$ cat config.mk
export PLATFORM = sky130hd
export DESIGN_NAME = sensor_sample_statistics_core
export DESIGN_NICKNAME = d
export VERILOG_FILES = /design/src/hdl/ssstat_pkg.sv /design/src/hdl/ssstat_ctrl.sv /design/src/hdl/ssstat_dp.sv /design/src/hdl/sensor_sample_statistics_core.sv
export SDC_FILE = /design/constraint.sdc
export NUM_CORES = 1
export LEC_CHECK = 0
export BUFFER_PORTS_ARGS = -buffer_cell sky130_fd_sc_hd__buf_2
export CAP_MARGIN = 10
export CORE_ASPECT_RATIO = 1.25
export CORE_UTILIZATION = 50
export DETAILED_ROUTE_END_ITERATION = 10
export GPL_TIMING_DRIVEN = 0
export PLACE_DENSITY_LB_ADDON = 0.25
export SYNTH_ARGS = -nofsm -noshare
export SYNTH_HDL_FRONTEND = slang
export SYNTH_SLANG_ARGS = --single-unit
export TNS_END_PERCENT = 10
$ cat constraint.sdc
create_clock -name clk -period 10.94 [get_ports clk]
set_input_delay 2.188 -clock clk [delete_from_list [all_inputs] [get_ports clk]]
set_output_delay 2.188 -clock clk [all_outputs]
set_load 0.005 [all_outputs]
$ cat src/hdl/ssstat_pkg.sv
// shared types and constants for the streaming sample statistics block
`default_nettype none

package ssstat_pkg;

  // fixed field widths
  localparam int unsigned SAMPLE_BITS = 16;
  localparam int unsigned CFG_W       = 16;
  localparam int unsigned CFG_IDX_W   = 2;
  localparam int unsigned COUNT_W     = 11;
  localparam int unsigned AVG_W       = 24;
  localparam int unsigned DROP_W      = 16;
  localparam int unsigned SPIKE_W     = 10;
  localparam int unsigned FRAC_BITS   = 8;

  // configuration register indexes
  localparam logic [CFG_IDX_W-1:0] REG_SPIKE_THRESHOLD = 2'd0;
  localparam logic [CFG_IDX_W-1:0] REG_RANGE_LOW       = 2'd1;
  localparam logic [CFG_IDX_W-1:0] REG_RANGE_HIGH      = 2'd2;

  // configuration reset values
  localparam logic [CFG_W-1:0]        SPIKE_THRESHOLD_RESET = 16'd100;
  localparam logic signed [CFG_W-1:0] RANGE_LOW_RESET       = 16'sd90;
  localparam logic signed [CFG_W-1:0] RANGE_HIGH_RESET      = 16'sd110;

  typedef struct packed {
    logic signed [SAMPLE_BITS-1:0] sample;
    logic                          last_sample;
  } sample_item_t;

  typedef struct packed {
    logic [COUNT_W-1:0]      sample_count;
    logic signed [AVG_W-1:0] average_q8;
    logic [DROP_W-1:0]       largest_drop;
    logic [SPIKE_W-1:0]      spike_count;
    logic [COUNT_W-1:0]      in_range_count;
    logic                    overflow;
  } result_item_t;

  // controller commands to the datapath
  typedef struct packed {
    logic accept;
    logic div_start;
    logic div_step;
    logic finish;
  } ssstat_cmd_t;

  typedef enum logic [1:0] {
    ST_RUN,
    ST_LOAD,
    ST_DIVIDE,
    ST_HOLD
  } ssstat_state_t;

endpackage

`default_nettype wire

$ cat src/hdl/ssstat_ctrl.sv
// controller state machine: sample intake, divide sequencing, result hand-off
`default_nettype none

module ssstat_ctrl #(
  parameter int unsigned DIV_STEPS = 35
) (
  input  wire                       clk,
  input  wire                       rst,
  input  wire                       sample_valid,
  input  wire                       last_sample,
  output logic                      sample_stall,
  output logic                      result_valid,
  input  wire                       result_stall,
  output ssstat_pkg::ssstat_cmd_t   cmd
);
  import ssstat_pkg::*;

  localparam int unsigned STEP_W = $clog2(DIV_STEPS);
  localparam logic [STEP_W-1:0] LAST_STEP = STEP_W'(DIV_STEPS - 1);

  ssstat_state_t     state, state_next;
  logic [STEP_W-1:0] step_count, step_count_next;
  logic              result_valid_next;

  always_ff @(posedge clk) begin
    if (rst) begin
      state        <= ST_RUN;
      step_count   <= '0;
      result_valid <= 1'b0;
    end else begin
      state        <= state_next;
      step_count   <= step_count_next;
      result_valid <= result_valid_next;
    end
  end

  always_comb begin
    state_next      = state;
    step_count_next = step_count;
    sample_stall    = 1'b1;
    cmd             = '0;
    unique case (state)
      ST_RUN: begin
        sample_stall = 1'b0;
        if (sample_valid) begin
          cmd.accept = 1'b1;
          if (last_sample) begin
            state_next = ST_LOAD;
          end
        end
      end
      ST_LOAD: begin
        cmd.div_start   = 1'b1;
        step_count_next = '0;
        state_next      = ST_DIVIDE;
      end
      ST_DIVIDE: begin
        cmd.div_step    = 1'b1;
        step_count_next = step_count + 1'b1;
        if (step_count == LAST_STEP) begin
          state_next = ST_HOLD;
        end
      end
      ST_HOLD: begin
        // result slot free or emptied this cycle
        if (!result_valid || !result_stall) begin
          cmd.finish = 1'b1;
          state_next = ST_RUN;
        end
      end
      default: begin
        state_next = ST_RUN;
      end
    endcase

    if (cmd.finish) begin
      result_valid_next = 1'b1;
    end else if (!result_stall) begin
      result_valid_next = 1'b0;
    end else begin
      result_valid_next = result_valid;
    end
  end

  a_finish_shows_result: assert property (@(posedge clk) disable iff (rst)
    cmd.finish |=> result_valid)
    else $error("result not shown after finish");

  a_divide_length: assert property (@(posedge clk) disable iff (rst)
    (state == ST_DIVIDE && step_count == LAST_STEP) |=> state == ST_HOLD)
    else $error("divide did not end after its last step");

  a_load_after_last: assert property (@(posedge clk) disable iff (rst)
    (state == ST_LOAD) |-> $past(cmd.accept && last_sample))
    else $error("divide started without a closing sample");

endmodule

`default_nettype wire

$ cat src/hdl/ssstat_dp.sv
// datapath: configuration, running statistics, serial divider, result register
`default_nettype none

module ssstat_dp #(
  parameter int unsigned MAX_SAMPLES = 1024
) (
  input  wire                                    clk,
  input  wire                                    rst,
  input  ssstat_pkg::ssstat_cmd_t                cmd,
  input  ssstat_pkg::sample_item_t               sample_data,
  input  wire                                    cfg_write,
  input  wire [ssstat_pkg::CFG_IDX_W-1:0]        cfg_index,
  input  wire [ssstat_pkg::CFG_W-1:0]            cfg_data,
  output ssstat_pkg::result_item_t               result_data
);
  import ssstat_pkg::*;

  localparam int unsigned CNT_W = $clog2(MAX_SAMPLES + 1);
  localparam int unsigned SUM_W = SAMPLE_BITS + CNT_W;
  localparam int unsigned DIV_W = SUM_W + FRAC_BITS;
  localparam logic [CNT_W-1:0] MAX_COUNT = CNT_W'(MAX_SAMPLES);

  // configuration
  logic [CFG_W-1:0]        spike_threshold;
  logic signed [CFG_W-1:0] range_low;
  logic signed [CFG_W-1:0] range_high;

  always_ff @(posedge clk) begin
    if (rst) begin
      spike_threshold <= SPIKE_THRESHOLD_RESET;
      range_low       <= RANGE_LOW_RESET;
      range_high      <= RANGE_HIGH_RESET;
    end else if (cfg_write) begin
      unique case (cfg_index)
        REG_SPIKE_THRESHOLD: spike_threshold <= cfg_data;
        REG_RANGE_LOW:       range_low       <= cfg_data;
        REG_RANGE_HIGH:      range_high      <= cfg_data;
        default: ;
      endcase
    end
  end

  function automatic logic [SAMPLE_BITS:0] abs_diff(
    input logic signed [SAMPLE_BITS-1:0] a,
    input logic signed [SAMPLE_BITS-1:0] b
  );
    logic signed [SAMPLE_BITS:0] d;
    d = {a[SAMPLE_BITS-1], a} - {b[SAMPLE_BITS-1], b};
    return d[SAMPLE_BITS] ? (~d + 1'b1) : d;
  endfunction

  // running statistics
  logic signed [SAMPLE_BITS-1:0] prev_sample, prev2_sample;
  logic signed [SUM_W-1:0]       running_sum;
  logic [CNT_W-1:0]              samples_seen;
  logic [DROP_W-1:0]             drop_maximum;
  logic [CNT_W-1:0]              spikes_found;
  logic [CNT_W-1:0]              in_range_found;
  logic                          overflowed;

  logic signed [SAMPLE_BITS-1:0] s;
  logic signed [SAMPLE_BITS:0]   drop_diff;
  logic                          drop_hit;
  logic                          spike_hit;
  logic                          range_hit;
  logic                          full;

  assign s         = sample_data.sample;
  assign full      = (samples_seen >= MAX_COUNT);
  assign drop_diff = {prev_sample[SAMPLE_BITS-1], prev_sample} - {s[SAMPLE_BITS-1], s};
  // a positive drop between 16-bit samples always fits the drop field
  assign drop_hit  = (samples_seen != '0) && !drop_diff[SAMPLE_BITS] && (drop_diff != '0)
                     && (drop_diff[DROP_W-1:0] > drop_maximum);
  assign spike_hit = (samples_seen >= CNT_W'(2))
                     && (abs_diff(prev_sample, prev2_sample) > (SAMPLE_BITS+1)'(spike_threshold))
                     && (abs_diff(prev_sample, s) > (SAMPLE_BITS+1)'(spike_threshold));
  assign range_hit = (s >= range_low) && (s <= range_high);

  always_ff @(posedge clk) begin
    if (rst || cmd.finish) begin
      prev_sample    <= '0;
      prev2_sample   <= '0;
      running_sum    <= '0;
      samples_seen   <= '0;
      drop_maximum   <= '0;
      spikes_found   <= '0;
      in_range_found <= '0;
      overflowed     <= 1'b0;
    end else if (cmd.accept) begin
      if (full) begin
        overflowed <= 1'b1;
      end else begin
        if (drop_hit) begin
          drop_maximum <= drop_diff[DROP_W-1:0];
        end
        if (spike_hit) begin
          spikes_found <= spikes_found + 1'b1;
        end
        if (range_hit) begin
          in_range_found <= in_range_found + 1'b1;
        end
        running_sum  <= running_sum + {{(SUM_W-SAMPLE_BITS){s[SAMPLE_BITS-1]}}, s};
        samples_seen <= samples_seen + 1'b1;
        prev2_sample <= prev_sample;
        prev_sample  <= s;
      end
    end
  end

  // restoring divider on magnitudes, one quotient bit per step
  logic [SUM_W-1:0] sum_mag;
  logic [DIV_W-1:0] div_quo;
  logic [CNT_W-1:0] div_rem;
  logic             div_neg;
  logic [CNT_W:0]   trial;
  logic [CNT_W:0]   trial_sub;
  logic             trial_ge;
  logic [DIV_W-1:0] quo_signed;

  assign sum_mag   = running_sum[SUM_W-1] ? (~running_sum + 1'b1) : running_sum;
  assign trial     = {div_rem, div_quo[DIV_W-1]};
  assign trial_sub = trial - {1'b0, samples_seen};
  assign trial_ge  = (trial >= {1'b0, samples_seen});
  assign quo_signed = div_neg ? (~div_quo + 1'b1) : div_quo;

  always_ff @(posedge clk) begin
    if (cmd.div_start) begin
      div_quo <= {sum_mag, {FRAC_BITS{1'b0}}};
      div_rem <= '0;
      div_neg <= running_sum[SUM_W-1];
    end else if (cmd.div_step) begin
      div_quo <= {div_quo[DIV_W-2:0], trial_ge};
      div_rem <= trial_ge ? trial_sub[CNT_W-1:0] : trial[CNT_W-1:0];
    end
  end

  // result register
  always_ff @(posedge clk) begin
    if (cmd.finish) begin
      result_data.sample_count   <= COUNT_W'(samples_seen);
      result_data.average_q8     <= (samples_seen == '0) ? '0 : AVG_W'(quo_signed);
      result_data.largest_drop   <= drop_maximum;
      result_data.spike_count    <= SPIKE_W'(spikes_found);
      result_data.in_range_count <= COUNT_W'(in_range_found);
      result_data.overflow       <= overflowed;
    end
  end

  a_count_bounded: assert property (@(posedge clk) disable iff (rst)
    samples_seen <= MAX_COUNT)
    else $error("sample count beyond limit");

  a_finish_clears: assert property (@(posedge clk) disable iff (rst)
    cmd.finish |=> (samples_seen == '0 && !overflowed && running_sum == '0))
    else $error("statistics not cleared after result");

  a_overflow_only_full: assert property (@(posedge clk) disable iff (rst)
    overflowed |-> samples_seen == MAX_COUNT)
    else $error("overflow flagged below the limit");

endmodule

`default_nettype wire

$ cat src/hdl/sensor_sample_statistics_core.sv
// top level of the streaming sample statistics block
// after the last sample beat the controller steps through load, divide and hold, where it waits
// for a free result slot; throughput: one sample beat per cycle inside a set, none in between
// DIV_STEPS = 16 + clog2(MAX_SAMPLES+1) + 8 steps of the one-bit-per-cycle divider
// the next set streams in while a finished result waits in the output register
// reset: statistics cleared, threshold 100, range 90..110, no result held
`default_nettype none

module sensor_sample_statistics_core #(
  parameter int unsigned MAX_SAMPLES = 1024
) (
  input  wire                                clk,
  input  wire                                rst,
  // sample channel
  input  wire                                sample_valid,
  output logic                               sample_stall,
  input  ssstat_pkg::sample_item_t           sample_data,
  // result channel
  output logic                               result_valid,
  input  wire                                result_stall,
  output ssstat_pkg::result_item_t           result_data,
  // configuration write port
  input  wire                                cfg_write,
  input  wire [ssstat_pkg::CFG_IDX_W-1:0]    cfg_index,
  input  wire [ssstat_pkg::CFG_W-1:0]        cfg_data
);
  import ssstat_pkg::*;

  // divider length follows the sum width: sample bits, count bits, fraction bits
  localparam int unsigned CNT_W     = $clog2(MAX_SAMPLES + 1);
  localparam int unsigned DIV_STEPS = SAMPLE_BITS + CNT_W + FRAC_BITS;

  ssstat_cmd_t cmd;

  // controller: takes sample beats in the run state, sequences the divide after
  // the closing beat, then moves the result into the output register once free
  ssstat_ctrl #(
    .DIV_STEPS (DIV_STEPS)
  ) u_ctrl (
    .clk          (clk),
    .rst          (rst),
    .sample_valid (sample_valid),
    .last_sample  (sample_data.last_sample),
    .sample_stall (sample_stall),
    .result_valid (result_valid),
    .result_stall (result_stall),
    .cmd          (cmd)
  );

  // datapath: per-beat sum, count, drop, spike and range updates, an overflow flag
  // once the set is full, the serial divider for the q8 mean, and the result
  // register; statistics clear as the result is captured
  ssstat_dp #(
    .MAX_SAMPLES (MAX_SAMPLES)
  ) u_dp (
    .clk         (clk),
    .rst         (rst),
    .cmd         (cmd),
    .sample_data (sample_data),
    .cfg_write   (cfg_write),
    .cfg_index   (cfg_index),
    .cfg_data    (cfg_data),
    .result_data (result_data)
  );

endmodule

`default_nettype wire
-- After elaboration in Yosys (flattened, before gate mapping)
Cells that the tools add are included.
- add/subtract/negate cells: 12
- magnitude comparators: 8
- equal/unequal tests: 11
- multiplexer cells: 22
- bitwise gates (word level): 5
- reduce and logical (&&, ||, !) cells: 27
- operators with widths (cell ; number):
    35-bit two-way mux ; 2
    17-bit by 1-bit adder with 17-bit output (second input constant) ; 2
    17-bit by 16-bit greater-than comparator with 1-bit output ; 2
    17-bit two-way mux ; 2
    17-bit NOT ; 2
    16-bit by 16-bit subtractor with 17-bit output ; 2
    11-bit by 1-bit adder with 11-bit output (second input constant) ; 3
    27-bit by 1-bit adder with 27-bit output (second input constant) ; 1
    27-bit adder ; 1
    27-bit two-way mux ; 1
    27-bit NOT ; 1
    24-bit by 1-bit adder with 24-bit output (second input constant) ; 1
    24-bit two-way mux ; 1
    24-bit NOT ; 1
    17-bit nonzero test ; 1
    16-bit greater-or-equal comparator ; 1
    16-bit greater-than comparator ; 1
    16-bit less-or-equal comparator ; 1
    12-bit by 11-bit greater-or-equal comparator with 1-bit output ; 1
    6-bit one-hot mux with 2 select lines ; 1
    11-bit greater-or-equal comparator (second input constant) ; 1
    11-bit by 2-bit greater-or-equal comparator with 1-bit output (second input constant) ; 1
    11-bit logical NOT ; 1
    11-bit two-way mux ; 1
    other kinds (20) ; 53
- register bits after elaboration: 286
- bits of input ports: 40
- output and inout bits: 75
- logic and storage cells: 109

-- Logic depth before layout (Yosys ltp)
- depth after elaboration: 8
- mapped depth: 26
- depth with buffers taken out: 24

-- Cells and area by module
From an unflattened synthesis, not the netlist that was laid out.
- cells, all modules: 1951
- area total of the unflattened synthesis: 17260.3 um^2
- modules (own cells, without submodules) (module ; instances ; cells an instance ; area each (um^2) ; sequential area each (um^2)):
    ssstat_dp ; 1 ; 1894 ; 16723.5 ; 6536.3
    ssstat_ctrl ; 1 ; 57 ; 536.8 ; 180.2

-- Least setup slack after synthesis
No wires, ideal clock.
- path kind: input -> register
- start: in result_stall
- end: reg u_dp.drop_maximum[10]
- setup time: 128 ps
- arrival: 9118 ps
- required time: 10812 ps
- slack: 1694 ps
- stages on the path: 6
- path buffers: 3
- path through: a21boi_0 -> or2_2 -> clkbuf_1 -> clkbuf_1 -> clkbuf_1 -> nor2_1
- word-level cells in the longest chain between the ends: 5
- RTL lines (what ; line ; text):
    start: declaration ; sensor_sample_statistics_core.sv:20 ; input wire result_stall,
    1-bit logical NOT ; ssstat_ctrl.sv:66 ; if (!result_valid || !result_stall) begin
    1-bit logical OR ; ssstat_ctrl.sv:66 ;
    1-bit two-way mux ; ssstat_ctrl.sv:66 ;
    1-bit two-way mux ; ssstat_ctrl.sv:42 ; unique case (state)
    1-bit logical OR ; ssstat_dp.sv:80 ; if (rst || cmd.finish) begin
    end signal: assignment ; ssstat_dp.sv:94 ; drop_maximum <= drop_diff[DROP_W-1:0];
    end: declaration ; ssstat_dp.sv:56 ; logic [DROP_W-1:0] drop_maximum;
Every way passes these cells.
A chain may end at the register's enable or synchronous reset.

-- Worst setup path after layout
- start: in sample_data[1] (netlist name)
- end: reg u_dp.spikes_found[1]
- word-level cells in the longest chain between the ends: 7
- RTL lines (what ; line ; text):
    start: declaration ; sensor_sample_statistics_core.sv:17 ; input ssstat_pkg::sample_item_t sample_data,
    16-bit by 16-bit subtractor with 17-bit output (*) ; ssstat_dp.sv:48 ; d = {a[SAMPLE_BITS-1], a} - {b[SAMPLE_BITS-1], b};
    17-bit NOT ; ssstat_dp.sv:49 ; return d[SAMPLE_BITS] ? (~d + 1'b1) : d;
    17-bit by 1-bit adder with 17-bit output ; ssstat_dp.sv:49 ;
    17-bit two-way mux (*) ; ssstat_dp.sv:49 ;
    17-bit by 16-bit greater-than comparator with 1-bit output (*) ; ssstat_dp.sv:76 ; && (abs_diff(prev_sample, s) > (SAMPLE_BITS+1)'(spike_threshold));
    1-bit logical AND (*) ; ssstat_dp.sv:76 ;
    3-bit AND reduction (no line) (*) ; n/a ;
    end signal: assignment ; ssstat_dp.sv:97 ; spikes_found <= spikes_found + 1'b1;
    end: declaration ; ssstat_dp.sv:57 ; logic [CNT_W-1:0] spikes_found;
Every way passes the cells marked *; elsewhere a longest branch is shown, timed or not.

==> results.md <==
* Die W at 170 um
* Syn nets at 2,250
* Later-pin clock latency in the skew report at 560 ps
* Post-layout util at 0.575
* Routed vias at 15,100
* Fmax at 137 MHz
* Mean post-synth cell area at 8.63 um2
* First-pass GRT wire length at 74,300 um
* Most frequent cells in the layout: nand2_1 (305), dfxtp_1 (184), nor2_1 (180), a21oi_1 (170), ha_1 (165)
* FF-to-FF path depth at 24
* Mapped Area at 0.0176 mm2
* H-tree levels at 1
* Switch Pwr at 2.18 mW
* Initial detailed-routing violation count at 853
* Final min period at 7290 ps
* Critical path required time at 11,380 ps
* ANT cells at 0
* Routed len/inst at 17.2 um
* GRT Total Usage at 0.258
* Clk slew on worst S/H paths at 70 ps
* Clock Tree Buf Depth at 3
* Startpoint Class: primary input
* Clock power share at 0.205
* Ys flop type: dfxtp_1
* Drt drc at 0
* Setup TNS at 0 ps
* Pin count of the biggest net entering global routing at 35
* Status: finished clean
* Cells along the critical path: buf_2 > ha_1 > inv_1 > fa_1 > xnor2_1 > nand3_1 > mux2_2 > or4_1 > a2111o_1 > or4b_4 > nand2_1 > xnor2_1 > ha_1 > nand4_1 > nor2_1 > nand3_1 > nor3_1 > nand2_1 > o21ai_0 > a31oi_1 > o21ai_2 > buf_2 > mux2i_1 > nor2_1
* Kind of critical path: primary input to flop
* Floorplan core area at 0.0346 mm2
* Register area share after synthesis at 0.381
* Final hold vios at 0
* Hold Crit Class: flop to flop
* Worst Setup SP: sample_data[1]
* RSZ-0062 raised after global routing: false
* Worst slew pin tran at 1200 ps
* Share of cells above drive strength 1 at 0.0908
* Layout net count at 2,399
* Root Driver: clkbuf_16
* Final setup viols at 0
* CTS tree: yes
* Worst VDD drop at 0.172 mV
* Most common cell after layout, fill and taps aside: nand2_1
* Worst r2r dst: u_dp.spikes_found[1]
* Die footprint at 0.0360 mm2
* Placement Setup Slack at 3160 ps
* CTS Hold Bufs at 0
* Post-DP HPWL at 35,800 um
* Vias per cell at 5.64
* Max Clock Skew at 10.5 ps
* Initial core utilization at 0.509
* Area growth, synth to finish at 13.0%
* Fin crit share at 0.666
* Ys Warns at 0
* Site Rows at 76
* Post-CTS Setup Bufs at 0
* Worst EP arrival at 7730 ps
* Fill cells at 3,185
* Leak pwr at 7.92 nW
* Power share of the combinational group at 0.508
* Gate count of the mapped netlist at 2,041
* PnR worst setup slack at 3650 ps
* Crit. End Element: flop
* Overflow after GRT at 0
* Slowest cell on crit path: or4b_4
* CTS Sinks at 285
* First-pass DRT Iterations at 5
* R2R setup slack at 5100 ps
* Part of the power in registers at 0.287
* Vias in the first global route at 14,800
* Detail Route Antenna Nets at 0
* IO Port Bufs at 114
* DRT Wirelength at 46,200 um
* Number of flops mapped to enable cells by yosys at 101
* Setup crit end: u_dp.spikes_found[1]
* Yosys cell types at 76
* Total CTS buffers at 30
* RD Place Congestion at 0.949
* # resized after CTS at 0
* Rel. slew slack at 0.199
* Synth Register Bits at 285
* CP max stage delay at 530 ps
* Die Height at 212 um
* Async SR Flop Fraction at 0
* # IOs at 115
* Pins over their slew limit at 0
* Critical path fanouts, max at 10
* Max_cap viols at 0
* Int Power at 3.05 mW
* Reg2reg start: u_dp.prev_sample[0]
* Antenna violations before repair at 0
* Switching Fraction at 0.417
* Power density cells at 262 mW/mm2
==> metal layers <==
| metal | track usage | vias to the layer above | share of wire |
|---|---|---|---|
| li1 | - | 7522 | - |
| met2 | 0.480 | 402 | 0.50 |
| met3 | 0.0230 | 92 | 0.044 |
| met4 | 0.0913 | 0 | 0.034 |
| met1 | 0.306 | 7116 | 0.42 |
| met5 | 0 | - | 0 |
==> synth_stat cells (30+ instances only) <==
| library cell | n | area share |
|---|---|---|
| xor2_1 | 60 | 0.030 |
| a21oi_1 | 170 | 0.048 |
| a21o_1 | 39 | 0.017 |
| nand3_1 | 30 | 0.0085 |
| o21ai_0 | 100 | 0.028 |
| nor2_1 | 180 | 0.038 |
| nor3_1 | 32 | 0.0091 |
| edfxtp_1 | 101 | 0.17 |
| dfxtp_1 | 184 | 0.21 |
| clkbuf_1 | 54 | 0.012 |
| nand4_1 | 32 | 0.011 |
| inv_1 | 142 | 0.030 |
| nand2_1 | 305 | 0.065 |
| ha_1 | 165 | 0.12 |
| xnor2_1 | 73 | 0.036 |
==> worst min path at each step <==
| stage | start | to | slack (ps) | cells past startpoint |
|---|---|---|---|---|
| floorplan | u_dp.drop_maximum[2] | u_dp.result_data[24] | 410 | 0 |
| global placement | u_dp.overflowed | u_dp.result_data[0] | 420 | 0 |
| detailed placement | u_dp.overflowed | u_dp.result_data[0] | 420 | 0 |
| CTS | u_dp.drop_maximum[12] | u_dp.result_data[34] | 440 | 0 |
| global route | u_dp.drop_maximum[8] | u_dp.result_data[30] | 440 | 0 |
| finish | u_dp.drop_maximum[12] | u_dp.result_data[34] | 440 | 0 |
==> per-stage QoR <==
| step | hold WS [ps] | instances | total power [mW] | instance area, um2 |
|---|---|---|---|---|
| CTS | 437 | 2681 | 5.19 | 19900 |
| floorplan | 408 | 2041 | 3.46 | 17600 |
| global placement | 419 | 2623 | 4.03 | 18800 |
| detailed placement | 419 | 2625 | 4.11 | 18800 |
| finish | 436 | 2682 | 5.22 | 19900 |
| global route | 443 | 2682 | 5.63 | 19900 |
==> area by class of cell <==
cell class                      count  area, um2  share of cell area
Timing Repair Buffer              117        646              0.0325
Clock buffer                       37        808              0.0406
Inverter                          142        533              0.0268
Tap cell                          468        586              0.0294
Sequential cell                   285       6720               0.338
Buffer                             70        290              0.0146
Multi-Input combinational cell   1544      10100               0.507
Clock inverter                     19        231              0.0116
==> registers in the layout (all words and copies together), names as in the netlist, 16 cells and up <==
signal and flops:
u_dp.result_data 73, u_dp.div_quo 35, u_dp.running_sum 27, u_dp.drop_maximum 16
u_dp.prev2_sample 16, u_dp.prev_sample 16, u_dp.range_high 16, u_dp.range_low 16
u_dp.spike_threshold 16
==> critical path: cells and delay by family <==
kind,cells,cell delay [ps]
simple gates,10,1890
fa+ha+maj,3,960
mux,2,520
compound gates,4,1020
buf+inv,3,580
xor+xnor,2,540
==> power by group through the flow <==
stage | Sequential, mW | Clock (mW) | Combinational, mW
4_1_cts | 1.50 | 1.08 | 2.61
6_report | 1.50 | 1.07 | 2.65
3_5_place_dp | 1.52 | 0 | 2.59
3_3_place_gp | 1.52 | 0 | 2.51
5_1_grt | 1.52 | 1.13 | 2.98
2_1_floorplan | 1.47 | 0 | 1.99
==> logic make-up after synthesis <==
group           Yosys count  share of synthesized area
mux                      30                     0.0172
fa+ha+maj               169                      0.122
compound gates          488                      0.177
xor+xnor                133                     0.0661
buf+inv                 212                     0.0467
flops                   285                      0.381
simple gates            724                      0.189
No activity file was read; power rests on OpenSTA's default activity.
